$ cat config.mk
export PLATFORM = sky130hd
export DESIGN_NAME = tbt_mul
export DESIGN_NICKNAME = d
export VERILOG_FILES = /design/src/design/tbt_pkg.sv /design/src/design/tbt_mul.sv
export SDC_FILE = /design/constraint.sdc
export NUM_CORES = 2
export LEC_CHECK = 0
export BUFFER_PORTS_ARGS = -buffer_cell sky130_fd_sc_hd__buf_2
export CORE_MARGIN = 3
export CORE_UTILIZATION = 30
export CTS_BUF_LIST = sky130_fd_sc_hd__clkbuf_4 sky130_fd_sc_hd__clkbuf_8
export CTS_CLUSTER_DIAMETER = 100
export DETAILED_ROUTE_END_ITERATION = 6
export REMOVE_ABC_BUFFERS = 1
export SLEW_MARGIN = 0
export SYNTH_ARGS = -nofsm -noshare
export SYNTH_HDL_FRONTEND = slang
export SYNTH_SLANG_ARGS = --single-unit
export TNS_END_PERCENT = 10
$ cat constraint.sdc
create_clock -name clk -period 8.4 [get_ports clk]
set_input_delay 0.42 -clock clk [delete_from_list [all_inputs] [get_ports clk]]
set_output_delay 0.42 -clock clk [all_outputs]
set_load 0.02 [all_outputs]
$ cat src/design/tbt_pkg.sv
// Shared types, constants and fixed-point helpers of the triangle tangent block.
package tbt_pkg;

	localparam int MAX_VERTICES_DEF = 1024;

	localparam logic CMD_LOAD = 1'b0;
	localparam logic CMD_TRI  = 1'b1;

	localparam logic [1:0] REG_VERTEX_COUNT = 2'd0;

	typedef struct packed {
		logic               command;
		logic [9:0]         vertex_slot;
		logic signed [31:0] pos_x;
		logic signed [31:0] pos_y;
		logic signed [31:0] pos_z;
		logic signed [31:0] tex_u;
		logic signed [31:0] tex_v;
		logic [15:0]        first_index;
		logic [15:0]        second_index;
		logic [15:0]        third_index;
	} cmd_t;

	typedef struct packed {
		logic signed [31:0] tangent_x;
		logic signed [31:0] tangent_y;
		logic signed [31:0] tangent_z;
		logic signed [31:0] bitangent_x;
		logic signed [31:0] bitangent_y;
		logic signed [31:0] bitangent_z;
		logic               skipped;
	} res_t;

	typedef struct packed {
		logic signed [31:0] pos_x;
		logic signed [31:0] pos_y;
		logic signed [31:0] pos_z;
		logic signed [31:0] tex_u;
		logic signed [31:0] tex_v;
	} vertex_t;

	typedef struct packed {
		logic               start;
		logic signed [63:0] det;
	} div_req_t;

	typedef enum logic [3:0] {
		ST_IDLE,
		ST_RD0,
		ST_RD1,
		ST_RD2,
		ST_RD3,
		ST_DIFF,
		ST_MUL,
		ST_WDIV,
		ST_OUT,
		ST_FIN
	} state_t;

	function automatic logic signed [31:0] sat32(input logic signed [64:0] x);
		if (x > 65'sd2147483647)
			return 32'sh7fffffff;
		else if (x < -65'sd2147483648)
			return 32'sh80000000;
		else
			return x[31:0];
	endfunction

	function automatic logic signed [31:0] diff32(input logic signed [31:0] a,
		input logic signed [31:0] b);
		logic signed [64:0] d;
		d = {{33{a[31]}}, a} - {{33{b[31]}}, b};
		return sat32(d);
	endfunction

	function automatic logic signed [63:0] sat_sub64(input logic signed [63:0] a,
		input logic signed [63:0] b);
		logic signed [64:0] d;
		d = {a[63], a} - {b[63], b};
		if (d[64] != d[63])
			return d[64] ? 64'sh8000000000000000 : 64'sh7fffffffffffffff;
		else
			return d[63:0];
	endfunction

	// floor(x / 2^16), saturated to Q16.16
	function automatic logic signed [31:0] asr_sat(input logic signed [63:0] x);
		logic signed [64:0] s;
		s = {{17{x[63]}}, x[63:16]};
		return sat32(s);
	endfunction

endpackage

$ cat src/design/tbt_mul.sv
// Shared signed 32x32 multiplier with registered product.
module tbt_mul (
	input  logic               clk,
	input  logic signed [31:0] a,
	input  logic signed [31:0] b,
	output logic signed [63:0] prod
);
	import tbt_pkg::*;

	logic signed [63:0] prod_q;

	always_ff @(posedge clk) begin
		prod_q <= 64'(a) * 64'(b);
	end

	assign prod = prod_q;

endmodule

## Word-level counts from Yosys, hierarchy flattened

Cells that the tools add are included.

- Mux-type cells: 0
- Bitwise gates (word level): 0
- Add/sub/neg operators: 0
- $lt $le $gt $ge: 0
- Div/mod/pow operators: 0
- Reduce and logical (&&, ||, !) cells: 0
- Shift-type cells: 0
- Multiply operators: 1
- Eq/ne operators: 0

Operators with widths:

| cell | number |
|---|---|
| $mul A32 B32 Y64 | 1 |

- Memories: 0
- Input port bits: 65
- Bits in latches: 0
- Logic and storage cells: 2
- Memory bits (read-only): 0
- Output and inout port bits: 64
- Bits in writable memories: 0
- Register bits: 64

## Longest topological paths before layout

- Word-level depth: 1
- Depth in mapped cells: 28
- Depth with buffers taken out: 27

## Worst setup path after synthesis

Ideal clock, no wire load.

- Path type: input port to flip-flop
- From: input b[2]
- To: register prod_q[62] (netlist: prod[62])
- Path buffers: 1
- Data arrival time: 7.609 ns
- Setup time: 0.072 ns
- Cell stages on the path: 24
- Setup slack: 0.719 ns
- Cell sequence: clkbuf_1 -> nand2_1 -> inv_1 -> fa_1 -> fa_1 -> fa_1 -> fa_1 -> inv_1 -> fa_1 -> inv_1 -> fa_1 -> inv_1 -> fa_1 -> inv_1 -> fa_1 -> ha_1 -> and3_1 -> nand2_1 -> or3_1 -> o22a_1 -> o211ai_1 -> a31oi_1 -> o31ai_1 -> xor2_1

- Cells in the longest elaborated chain, start to end: 1

RTL lines:

| element | RTL line | RTL |
|---|---|---|
| start: declaration | tbt_mul.sv:5 | `input logic signed [31:0] b,` |
| $mul A32 B32 Y64 | tbt_mul.sv:13 | `prod_q <= 64'(a) * 64'(b);` |
| end signal: assignment | tbt_mul.sv:13 |  |
| end: declaration | tbt_mul.sv:10 | `logic signed [63:0] prod_q;` |

No other way between the ends.

## Worst setup path in the final report

- From: input b[2]
- To: register prod_q[63] (netlist: prod[63])

The elaborated chain is that of the path after synthesis.

==> reports/metrics.yaml <==
hold_path:
  hold_class: "in -> reg"
  hp-start: "b[0]"
placed_design:
  dpl_cell_area_sq_mm: 0.0402
  port_buffers: 128
  place_congestion: 0.864
  dp.cells: 5564
  hpwl_um: 92000
worst_setup_path:
  cp_max_fo: 26
  worst_path_max_delay_cell: "fa_1"
  crit_arrival_ns: 8.02
  crit_type: "in -> reg"
  crit_path_end_kind: "register"
  required_ns: 8.77
  crit_start: "b[2]"
  critPathLaunchType: "input pin"
  path_common_cell: "fa_1"
  critical-path-max-stage-delay_ns: 0.59
floorplan:
  die_h_um: 358
  core_sq_mm: 0.123
  io_pins: 129
  num_rows: 128
  initial_utilization_pct: 30.4
  die_w_um: 358
  dieArea_sq_mm: 0.128
logic_synthesis:
  yosysTopAreaCellShare_pct: 58.2
  synth.most_common_cell: "fa_1"
  synth_area_sq_mm: 0.0372
  postSynthCellCount: 3884
  yosysTopAreaCell: "fa_1"
  synth_seq_cells: 64
  yosys_warnings: 0
  ys.flop_type: "dfxtp_1"
  synth_cell_types: 63
  synth_common_cells: "fa_1 (1082), inv_1 (952), and2_1 (516)"
  synthTopCellsByArea: "fa_1 (58%), inv_1 (9.6%), and2_1 (8.7%)"
  synth_edf_count: 0
  async_flop_share_pct: 0
  syn_avg_cell_area_sq_um: 9.59
  ys_seq_area_share_pct: 3.44
detailed_routing:
  detail_route.wl_per_cell_um: 18.9
  first_iter_violations: 1524
  routed_via_density: 4.63
  first_pass_iters: 5
  wl_um: 105000
  vias: 25875
  drtAntennaViolNets: 0
  drc_errors: 0
sta:
  timing.final.crit_share_pct: 91.1
  fmax_mhz: 131
  hold_violations: 0
  drv_slew: 0
  finalSetupViolCount: 0
  rsz0062_at_grt: "no"
  fin_setup_tns_ns: 0
  tightest_slew_ns: 0.830
  slew_headroom_pct: 44.6
  period_minus_slack_ns: 7.66
clock_tree:
  postCtsSetupBuffers: 0
  cts_tree: "built"
  cts_resized: 0
  cts_buffer_depth: 2
  cts_hold_buf: 0
  clkSlewWorstSetupHoldPaths_ns: 0.09
  htreeDepth: 3
  cts_made_buffers: 9
  cts_root_buf: "clkbuf_8"
  cts_sinks: 64
global_routing:
  overflow: 0
  track_usage_pct: 17.3
  grt_pass1_vias: 28923
  antenna_found_initial: 8
  grt_pass1_wl_um: 169000
  grt_max_degree: 33
final_layout:
  drive_gt1_share_pct: 7.43
  stdcell_area_sq_mm: 0.0404
  nFillCells: 12713
  largest_register_ffs: 64
  layout.cells.non_filler: 5583
  fin_util_pct: 33.0
  areaGrowthSynthToFinish_pct: 8.54
  fin_nets: 5281
run:
  cap_violations: 0
status:
  status: "finished clean"
through the flow:
| step | hold slack, ns | setup slack [ns] |
|---|---|---|
| 6_report | 0.574 | 0.744 |
| 5_1_grt | 0.554 | 0.234 |
| 4_1_cts | 0.522 | 0.765 |
| 3_3_place_gp | 0.838 | 0.307 |
| 3_5_place_dp | 0.838 | 0.312 |
| 2_1_floorplan | 0.542 | 0.948 |
final cells by class:
class | instances | area (sq um) | area share, %
Antenna cell | 3 | 7.51 | 0.0186
Clock buffer | 9 | 124 | 0.306
Clock inverter | 7 | 125 | 0.310
Inverter | 952 | 3570 | 8.84
Multi-Input combinational cell | 2668 | 31600 | 78.3
Sequential cell | 64 | 1280 | 3.17
Tap cell | 1625 | 2030 | 5.03
Timing Repair Buffer | 255 | 1640 | 4.07
per-layer routing:
metal / part of all wire, % / vias to the layer above / wire length [um] / global-route usage [%]
met5: 0 / - / 0 / 0
met4: 2.3 / 0 / 2450 / 3.76
met3: 6.4 / 132 / 6760 / 2.93
met2: 51 / 754 / 53300 / 30.2
met1: 41 / 13803 / 42800 / 22.3
li1: - / 11186 / - / -
path summary, 6_finish.rpt:
path,to,slack (ns),depth (start not counted)
max,prod[63]$_DFF_P_,0.74,26
min,prod[0]$_DFF_P_,0.57,2
cell families after synthesis:
kind of cell / Yosys count / synth area share [%]
adder cells (fa/ha/maj): 1266 / 64.3
buffers and inverters: 1152 / 11.6
AND/OR/NAND/NOR: 1134 / 15.4
AO/OA/AOI/OAI: 193 / 3.46
XOR/XNOR: 75 / 1.76
flip-flops: 64 / 3.44
cell usage in the layout, fill, tap and decap left out, types with 4 or more instances in the layout:
cell type and instances:
dfxtp_1 64, o21bai_1 15, nor2_1 42, nor3_1 6
nand2_1 511, a21oi_1 68, nand4_1 7, a211oi_1 4
xor2_1 22, ha_1 184, xnor2_1 53, buf_2 128
nand2b_1 9, fa_1 1082, a31oi_1 12, buf_12 4
and3_1 7, buf_4 123, and2_1 516, clkbuf_8 9
o21ai_0 28, o31ai_1 6, nand3_1 15, or3_1 4
inv_1 952, o21a_1 4, a21o_1 23
worst max-delay path, delay by kind of cell:
kind | cells | cell delay, ns
AOI/OAI and AO/OA | 6 | 1.42
and+or+nand+nor | 2 | 0.33
buffers and inverters | 8 | 1.39
xor gates and xnor gates | 1 | 0.13
adders and majority gates | 9 | 4.26
Power is left out: the tool's default activity adds up to more than one toggle a clock period on the data nets, which glitch-free logic cannot reach.
