$ cat src/design/tbt_pkg.sv
// Shared types, constants and fixed-point helpers of the triangle tangent block.
package tbt_pkg;

	localparam int MAX_VERTICES_DEF = 1024;

	localparam logic CMD_LOAD = 1'b0;
	localparam logic CMD_TRI  = 1'b1;

	localparam logic [1:0] REG_VERTEX_COUNT = 2'd0;

	typedef struct packed {
		logic               command;
		logic [9:0]         vertex_slot;
		logic signed [31:0] pos_x;
		logic signed [31:0] pos_y;
		logic signed [31:0] pos_z;
		logic signed [31:0] tex_u;
		logic signed [31:0] tex_v;
		logic [15:0]        first_index;
		logic [15:0]        second_index;
		logic [15:0]        third_index;
	} cmd_t;

	typedef struct packed {
		logic signed [31:0] tangent_x;
		logic signed [31:0] tangent_y;
		logic signed [31:0] tangent_z;
		logic signed [31:0] bitangent_x;
		logic signed [31:0] bitangent_y;
		logic signed [31:0] bitangent_z;
		logic               skipped;
	} res_t;

	typedef struct packed {
		logic signed [31:0] pos_x;
		logic signed [31:0] pos_y;
		logic signed [31:0] pos_z;
		logic signed [31:0] tex_u;
		logic signed [31:0] tex_v;
	} vertex_t;

	typedef struct packed {
		logic               start;
		logic signed [63:0] det;
	} div_req_t;

	typedef enum logic [3:0] {
		ST_IDLE,
		ST_RD0,
		ST_RD1,
		ST_RD2,
		ST_RD3,
		ST_DIFF,
		ST_MUL,
		ST_WDIV,
		ST_OUT,
		ST_FIN
	} state_t;

	function automatic logic signed [31:0] sat32(input logic signed [64:0] x);
		if (x > 65'sd2147483647)
			return 32'sh7fffffff;
		else if (x < -65'sd2147483648)
			return 32'sh80000000;
		else
			return x[31:0];
	endfunction

	function automatic logic signed [31:0] diff32(input logic signed [31:0] a,
		input logic signed [31:0] b);
		logic signed [64:0] d;
		d = {{33{a[31]}}, a} - {{33{b[31]}}, b};
		return sat32(d);
	endfunction

	function automatic logic signed [63:0] sat_sub64(input logic signed [63:0] a,
		input logic signed [63:0] b);
		logic signed [64:0] d;
		d = {a[63], a} - {b[63], b};
		if (d[64] != d[63])
			return d[64] ? 64'sh8000000000000000 : 64'sh7fffffffffffffff;
		else
			return d[63:0];
	endfunction

	// floor(x / 2^16), saturated to Q16.16
	function automatic logic signed [31:0] asr_sat(input logic signed [63:0] x);
		logic signed [64:0] s;
		s = {{17{x[63]}}, x[63:16]};
		return sat32(s);
	endfunction

endpackage

$ cat src/design/tbt_div.sv
// Reciprocal unit: 2^48 / det, one quotient bit per cycle, saturated to Q16.16.
module tbt_div (
	input  logic               clk,
	input  logic               arst_n,
	input  tbt_pkg::div_req_t  req,
	output logic signed [31:0] f,
	output logic               done
);
	import tbt_pkg::*;

	logic               busy_q;
	logic               done_q;
	logic               neg_q;
	logic [63:0]        dmag_q;
	logic [63:0]        rem_q;
	logic [48:0]        quo_q;
	logic [5:0]         cnt_q;
	logic signed [31:0] f_q;

	logic [64:0]        rem_sh;
	logic               ge;
	logic [64:0]        rem_nx;
	logic [48:0]        quo_nx;
	logic signed [31:0] f_nx;

	always_comb begin
		rem_sh = {rem_q, (cnt_q == 6'd48)};
		ge     = rem_sh >= {1'b0, dmag_q};
		rem_nx = ge ? (rem_sh - {1'b0, dmag_q}) : rem_sh;
		quo_nx = {quo_q[47:0], ge};
		if (!neg_q) begin
			f_nx = (quo_nx > 49'h7fffffff) ? 32'sh7fffffff : quo_nx[31:0];
		end else begin
			f_nx = (quo_nx > 49'h80000000) ? 32'sh80000000 : (~quo_nx[31:0]) + 32'd1;
		end
	end

	always_ff @(posedge clk or negedge arst_n) begin
		if (!arst_n) begin
			busy_q <= 1'b0;
			done_q <= 1'b0;
		end else if (req.start) begin
			if (req.det == 64'sd0) begin
				busy_q <= 1'b0;
				done_q <= 1'b1;
			end else begin
				busy_q <= 1'b1;
				done_q <= 1'b0;
			end
		end else if (busy_q && cnt_q == 6'd0) begin
			busy_q <= 1'b0;
			done_q <= 1'b1;
		end
	end

	always_ff @(posedge clk) begin
		if (req.start) begin
			neg_q  <= req.det[63];
			dmag_q <= req.det[63] ? (64'd0 - req.det) : req.det;
			rem_q  <= 64'd0;
			quo_q  <= 49'd0;
			cnt_q  <= 6'd48;
			f_q    <= 32'sd0;
		end else if (busy_q) begin
			rem_q <= rem_nx[63:0];
			quo_q <= quo_nx;
			cnt_q <= cnt_q - 6'd1;
			if (cnt_q == 6'd0) begin
				f_q <= f_nx;
			end
		end
	end

	assign f    = f_q;
	assign done = done_q;

endmodule

$ cat config.mk
export PLATFORM = sky130hd
export DESIGN_NAME = tbt_div
export DESIGN_NICKNAME = d
export VERILOG_FILES = /design/src/design/tbt_pkg.sv /design/src/design/tbt_div.sv
export SDC_FILE = /design/constraint.sdc
export NUM_CORES = 1
export LEC_CHECK = 0
export BUFFER_PORTS_ARGS = -buffer_cell sky130_fd_sc_hd__buf_2
export CORE_ASPECT_RATIO = 0.75
export CORE_MARGIN = 5
export CORE_UTILIZATION = 62
export DETAILED_ROUTE_END_ITERATION = 16
export GPL_TIMING_DRIVEN = 0
export HOLD_SLACK_MARGIN = 0.08
export PLACE_DENSITY = 0.93
export SLEW_MARGIN = 20
export SYNTH_ARGS = -nofsm -noshare
export SYNTH_HDL_FRONTEND = slang
export SYNTH_SLANG_ARGS = --single-unit
export TNS_END_PERCENT = 1
$ cat constraint.sdc
create_clock -name clk -period 7.15 [get_ports clk]
set_input_delay 0.715 -clock clk [delete_from_list [all_inputs] [get_ports clk]]
set_output_delay 0.715 -clock clk [all_outputs]
set_load 0.01 [all_outputs]
==> Word-level counts from Yosys, hierarchy flattened <==
Cells that the tools add are included.
{ "totals": {"regBits": 217, "inputBits": 67, "out_inout_bits": 33, "word_cells": 34} }
{ "classes": {"add_sub_neg": 4, "n_lt_le_gt_ge": 3, "eq_ne": 1, "n_mux": 11, "n_bitwise": 1, "n_reduce_logical": 5} }
{ "op_table": {"columns": ["operator", "count"], "rows": [
  ["32-bit two-way mux", 3],
  ["65-bit by 64-bit greater-or-equal comparator with 1-bit output", 1],
  ["64-bit zero test", 1],
  ["64-bit two-way mux", 1],
  ["1-bit by 64-bit subtractor with 64-bit output, first input constant", 1],
  ["64-bit subtractor", 1],
  ["63-bit two-way mux", 1],
  ["49-bit by 31-bit > comparator with 1-bit output, second input constant", 1],
  ["49-bit by 32-bit > comparator with 1-bit output, second input constant", 1],
  ["32-bit by 1-bit adder with 32-bit output, second input constant", 1],
  ["32-bit inverter", 1],
  ["6-bit == test, second input constant", 1],
  ["6-bit zero test", 1],
  ["1-bit two-way mux", 6],
  ["6-bit by 1-bit subtractor with 6-bit output, second input constant", 1],
  ["2-bit AND reduction", 1],
  ["2-bit nonzero test", 1],
  ["1-bit logical AND", 1]
]} }

==> Longest topological paths before layout <==
{ "logic_depth": {"depth_word": 6, "mapped_depth": 27, "ltp_nobuf": 22} }

==> Least setup slack after synthesis <==
OpenSTA, ideal clock, no wires.
{ "synth_path": {"path_type": "reg-to-reg", "start": "reg dmag_q[36]", "end": "reg f_q[28] (netlist: f[28])", "setup_time_ns": 0.086, "arrival_ns": 4.857, "required_ns": 7.064, "slack_ns": 2.208, "path_stages_with_launch": 26, "n_path_buf": 6, "period_less_slack_ns": 4.942, "path_cell_list": "edfxtp_1 -> inv_1 -> ha_1 -> clkbuf_1 -> a21oi_1 -> o21ai_0 -> a21o_1 -> a211o_1 -> a21o_1 -> nor2_1 -> clkbuf_1 -> clkbuf_1 -> ha_1 -> nor3b_1 -> nand2b_1 -> nor3b_1 -> nand2_1 -> o21ai_1 -> and2_1 -> clkbuf_1 -> nand2_1 -> buf_2 -> buf_2 -> nor3_1 -> a21oi_1 -> a211oi_1"} }
{ "synth_between": {"elab_chain_len": 5, "elab_cells_between_ends": 8, "cone_classes": "add/sub (1); order compare (3); mux (3); bitwise (1)"} }
{ "synth_rtl": {"columns": ["item", "line", "text"], "rows": [
  ["from (decl)", "tbt_div.sv:14", "logic [63:0] dmag_q;"],
  ["from (signal assigned)", "tbt_div.sv:59", "dmag_q <= req.det[63] ? (64'd0 - req.det) : req.det;"],
  ["65-bit by 64-bit greater-or-equal comparator with 1-bit output (*)", "tbt_div.sv:28", "ge = rem_sh >= {1'b0, dmag_q};"],
  ["32-bit inverter", "tbt_div.sv:34", "f_nx = (quo_nx > 49'h80000000) ? 32'sh80000000 : (~quo_nx[31:0]) + 32'd1;"],
  ["32-bit by 1-bit adder with 32-bit output", "tbt_div.sv:34", null],
  ["32-bit two-way mux", "tbt_div.sv:34", null],
  ["32-bit two-way mux (*)", "tbt_div.sv:31", "if (!neg_q) begin"],
  ["to (signal assigned)", "tbt_div.sv:69", "f_q <= f_nx;"],
  ["to (decl)", "tbt_div.sv:18", "logic signed [31:0] f_q;"]
]} }
Every way passes the cells marked *; elsewhere a longest branch is shown, timed or not.
A chain may end at the register's enable or synchronous reset.

==> Final worst setup path <==
{ "layout_path": {"start": "reg dmag_q[56]", "end": "reg f_q[1] (netlist: f[1])"} }
The elaborated chain is that of the path after synthesis.

==> run metrics <==
crit start category=flip-flop; Overall Power=0.00485 W; crit-path cells=inv_1 -> ha_1 -> clkbuf_1 -> a21oi_1 -> o21ai_0 -> a31oi_1 -> o41a_1 -> o21ai_1 -> a21o_1 -> nor2_2 -> clkbuf_4 -> ha_1 -> nor3b_1 -> nand2b_1 -> nor3b_1 -> nand2_1 -> o21ai_1 -> and2_1 -> clkbuf_1 -> clkbuf_1 -> and3_1 -> a21oi_1 -> a211oi_1; GPL Wtd Cong=1.12; # port buffers=99; post-synthesis register bit count=217; Core Area=23100 um2; Post-synth EDFFs=65; Final Max Tran Viols=0; io pins=100; Final ANT Viol Nets=0; post-synthesis async set-or-reset flop share=0.922%; Max stage delay on crit path=510 ps; GRT overflow=0; Placement Cell Area=15500 um2; initial antenna violation count=0; layout cells sized above 1=8.84%; status=finished, final reports clean; vias per cell=6.67; Design Area, Final=16300 um2; CTS sink count=217; period utilization=99.3%; crit path max fanout=19; Place WS=-484 ps; # H-tree levels=1; sequential fraction of the synthesis area=34.3%; DRC violation count after routing=0; final hold violation count=0; DIE AREA=26800 um2; Mapped Nets=1939; maximum number of pins on one net before global-route repair=69; ys flop type=dfxtp_1; Clk Latency, worst-skew pair=530 ps; Setup Viol. Count Final=0; CP dominant cell by count=clkbuf_1; Rows=48; 1st-pass router iterations=9; Critical Path RT=7570 ps; Final Net Count=2064; CP endpoint kind=flip-flop; global-route wire length before repair=77200 um; clk root buf=clkbuf_16; HP Class=in2reg; DR iter-0 viols=2361; mapped cell area=14600 um2; post-route minimum period=7100 ps; Max IR drop VDD=0.216 mV; slowest CP cell=nor2_2; Placed Cells=2202; initial core utilization=63.2%; Ys Warns=0; Post-CTS Setup Inserts=0; CP Class=reg2reg; Worst EP arrival=7520 ps; gr usage total=36.1%; Max Fclk=0.141 GHz; non-filler instance count after layout=2245; post-synth cell types=69; clock skew=11.6 ps; pwr dens=298 nW/um2; CTS tree=done; RSZ-0062 raised after global routing=no; Max Cap Viol=0; Fillers=1861; Slew Limit Headroom=27.5%; CTS Buffer Depth=3; worst slew pin tran=1080 ps; drt wl/cell=22.1 um; vias in the first global route=13760; Worst Setup Slack, final=49.7 ps; Reg clk slew, reported paths=70 ps; synthesized area per cell=8.10 um2; CTS buffer count=24; die height=143 um; detailed placer's ending HPWL=37900 um; cells after synthesis=1803; DIE WIDTH=187 um; routed vias=14975; post-layout util=70.4%; Synth-to-Final Area Change=11.4%; LEAKAGE=6.81 nW; n_diodes=0; Detailed Route WL=49600 um
registers in the layout, indices dropped and copies added (netlist names):
name / count
quo_q: 48
busy_q: 1
rem_q: 64
cnt_q: 6
f: 32
dmag_q: 64
neg_q: 1
done: 1
per-stage QoR:
stage / TNS [ps] / hold slack [ps]
floorplan: 0 / 419
CTS: 0 / 407
finish: 0 / 421
detailed placement: -10210 / 470
global route: 0 / 412
global placement: -4080 / 459
power breakdown:
group	total (W)	switching [W]	internal, W	leakage [nW]
sequential	0.00153	0.000122	0.00141	1.88
combinational	0.00209	0.00139	0.000698	4.54
clock	0.00124	0.000530	0.000707	0.384
total	0.00485	0.00204	0.00281	6.81
critical path, delay by kind of cell (launching register included):
family	cells	cell delay, ps
compound gates	9	2420
fa+ha+maj	2	480
buf+inv	5	1600
flops	1	380
simple gates	7	2080
synth_stat cells, types with 5 or more instances:
library cell | instances | area share [%]
o21ai_0 | 90 | 3.1
xor2_1 | 26 | 1.6
nand4_1 | 31 | 1.3
a41oi_1 | 5 | 0.30
nor2b_1 | 12 | 0.51
and3_1 | 20 | 0.86
edfxtp_1 | 65 | 13
nand2_1 | 195 | 5.0
a311oi_1 | 55 | 3.3
and2_1 | 5 | 0.21
nor2_1 | 199 | 5.1
a31oi_1 | 22 | 0.94
a21o_1 | 47 | 2.4
nor4_1 | 21 | 0.90
buf_1 | 9 | 0.23
o41ai_1 | 8 | 0.48
ha_1 | 68 | 5.8
o31ai_1 | 18 | 0.93
buf_2 | 9 | 0.31
clkbuf_1 | 99 | 2.5
nand3_1 | 28 | 0.96
or4_1 | 15 | 0.77
a211oi_1 | 32 | 1.6
nand2b_1 | 29 | 1.2
or2_2 | 7 | 0.30
nor3_1 | 41 | 1.4
mux2i_1 | 53 | 3.6
nand4b_1 | 5 | 0.30
nor3b_1 | 9 | 0.46
dfxtp_1 | 150 | 21
or3_1 | 30 | 1.3
o211ai_1 | 16 | 0.82
a21oi_1 | 113 | 3.9
o21a_1 | 9 | 0.46
inv_1 | 89 | 2.3
o21bai_1 | 17 | 0.87
a211o_1 | 9 | 0.54
xnor2_1 | 84 | 5.0
cells by family (layout without fill, tap and decap cells):
kind of cell	count (synthesis)	in the layout	share of synthesized area, %
simple gates	666	666	21.9
compound gates	482	482	22.2
flops	217	217	34.3
buf+inv	206	348	5.37
xor+xnor	110	110	6.60
fa+ha+maj	69	69	5.96
mux	53	53	3.63
what timing repair did:
item	CTS	global route
gates cloned	0	0
hold buffers	1	0
pin swaps	0	0
hold endpoints to repair	2	0
resized for setup	2	2
endpoints found under the setup margin	30	13
cell usage in the layout (no fill, tap or decap), types with 22 or more instances in the layout:
| cell type | instances |
|---|---|
| or3_1 | 30 |
| inv_1 | 89 |
| o21ai_0 | 90 |
| clkbuf_1 | 102 |
| edfxtp_1 | 65 |
| clkbuf_16 | 25 |
| nor3_1 | 41 |
| nand3_1 | 28 |
| a211oi_1 | 31 |
| xnor2_1 | 84 |
| a21o_1 | 47 |
| mux2i_1 | 53 |
| nand2b_1 | 29 |
| nand4_1 | 31 |
| nor2_1 | 198 |
| a311oi_1 | 55 |
| nand2_1 | 195 |
| dfxtp_1 | 150 |
| ha_1 | 68 |
| a21oi_1 | 113 |
| a31oi_1 | 22 |
| buf_2 | 107 |
| xor2_1 | 26 |
final timing paths:
check	cells after the start	slack, ps	endpoint	startpoint
max	23	50	f[1]	dmag_q[56]
min	1	420	dmag_q[0]	req[0]
max reg2reg	23	50	f[1]	dmag_q[56]
min reg2reg	2	480	cnt_q[0]	cnt_q[0]
max in group asynchronous	2	6530	busy_q	arst_n
min in group asynchronous	2	510	done	arst_n
final cells by class:
cell class | count | area [um2] | area share (%)
multi-input combinational | 1380 | 8820 | 54.2
clock buffer | 34 | 682 | 4.19
inverter | 89 | 334 | 2.05
sequential | 217 | 5000 | 30.8
clock inverter | 9 | 93.8 | 0.577
tap | 300 | 375 | 2.31
timing repair buffer | 100 | 508 | 3.12
buffer | 116 | 450 | 2.77
metal layers:
| layer | global-route usage [%] | part of all wire (%) |
|---|---|---|
| met1 | 52.3 | 42 |
| met2 | 49.9 | 38 |
| met3 | 14.4 | 17 |
| met4 | 9.96 | 3.1 |
| met5 | 0 | 0 |
Note: power is estimated with default switching activity, not from simulation.
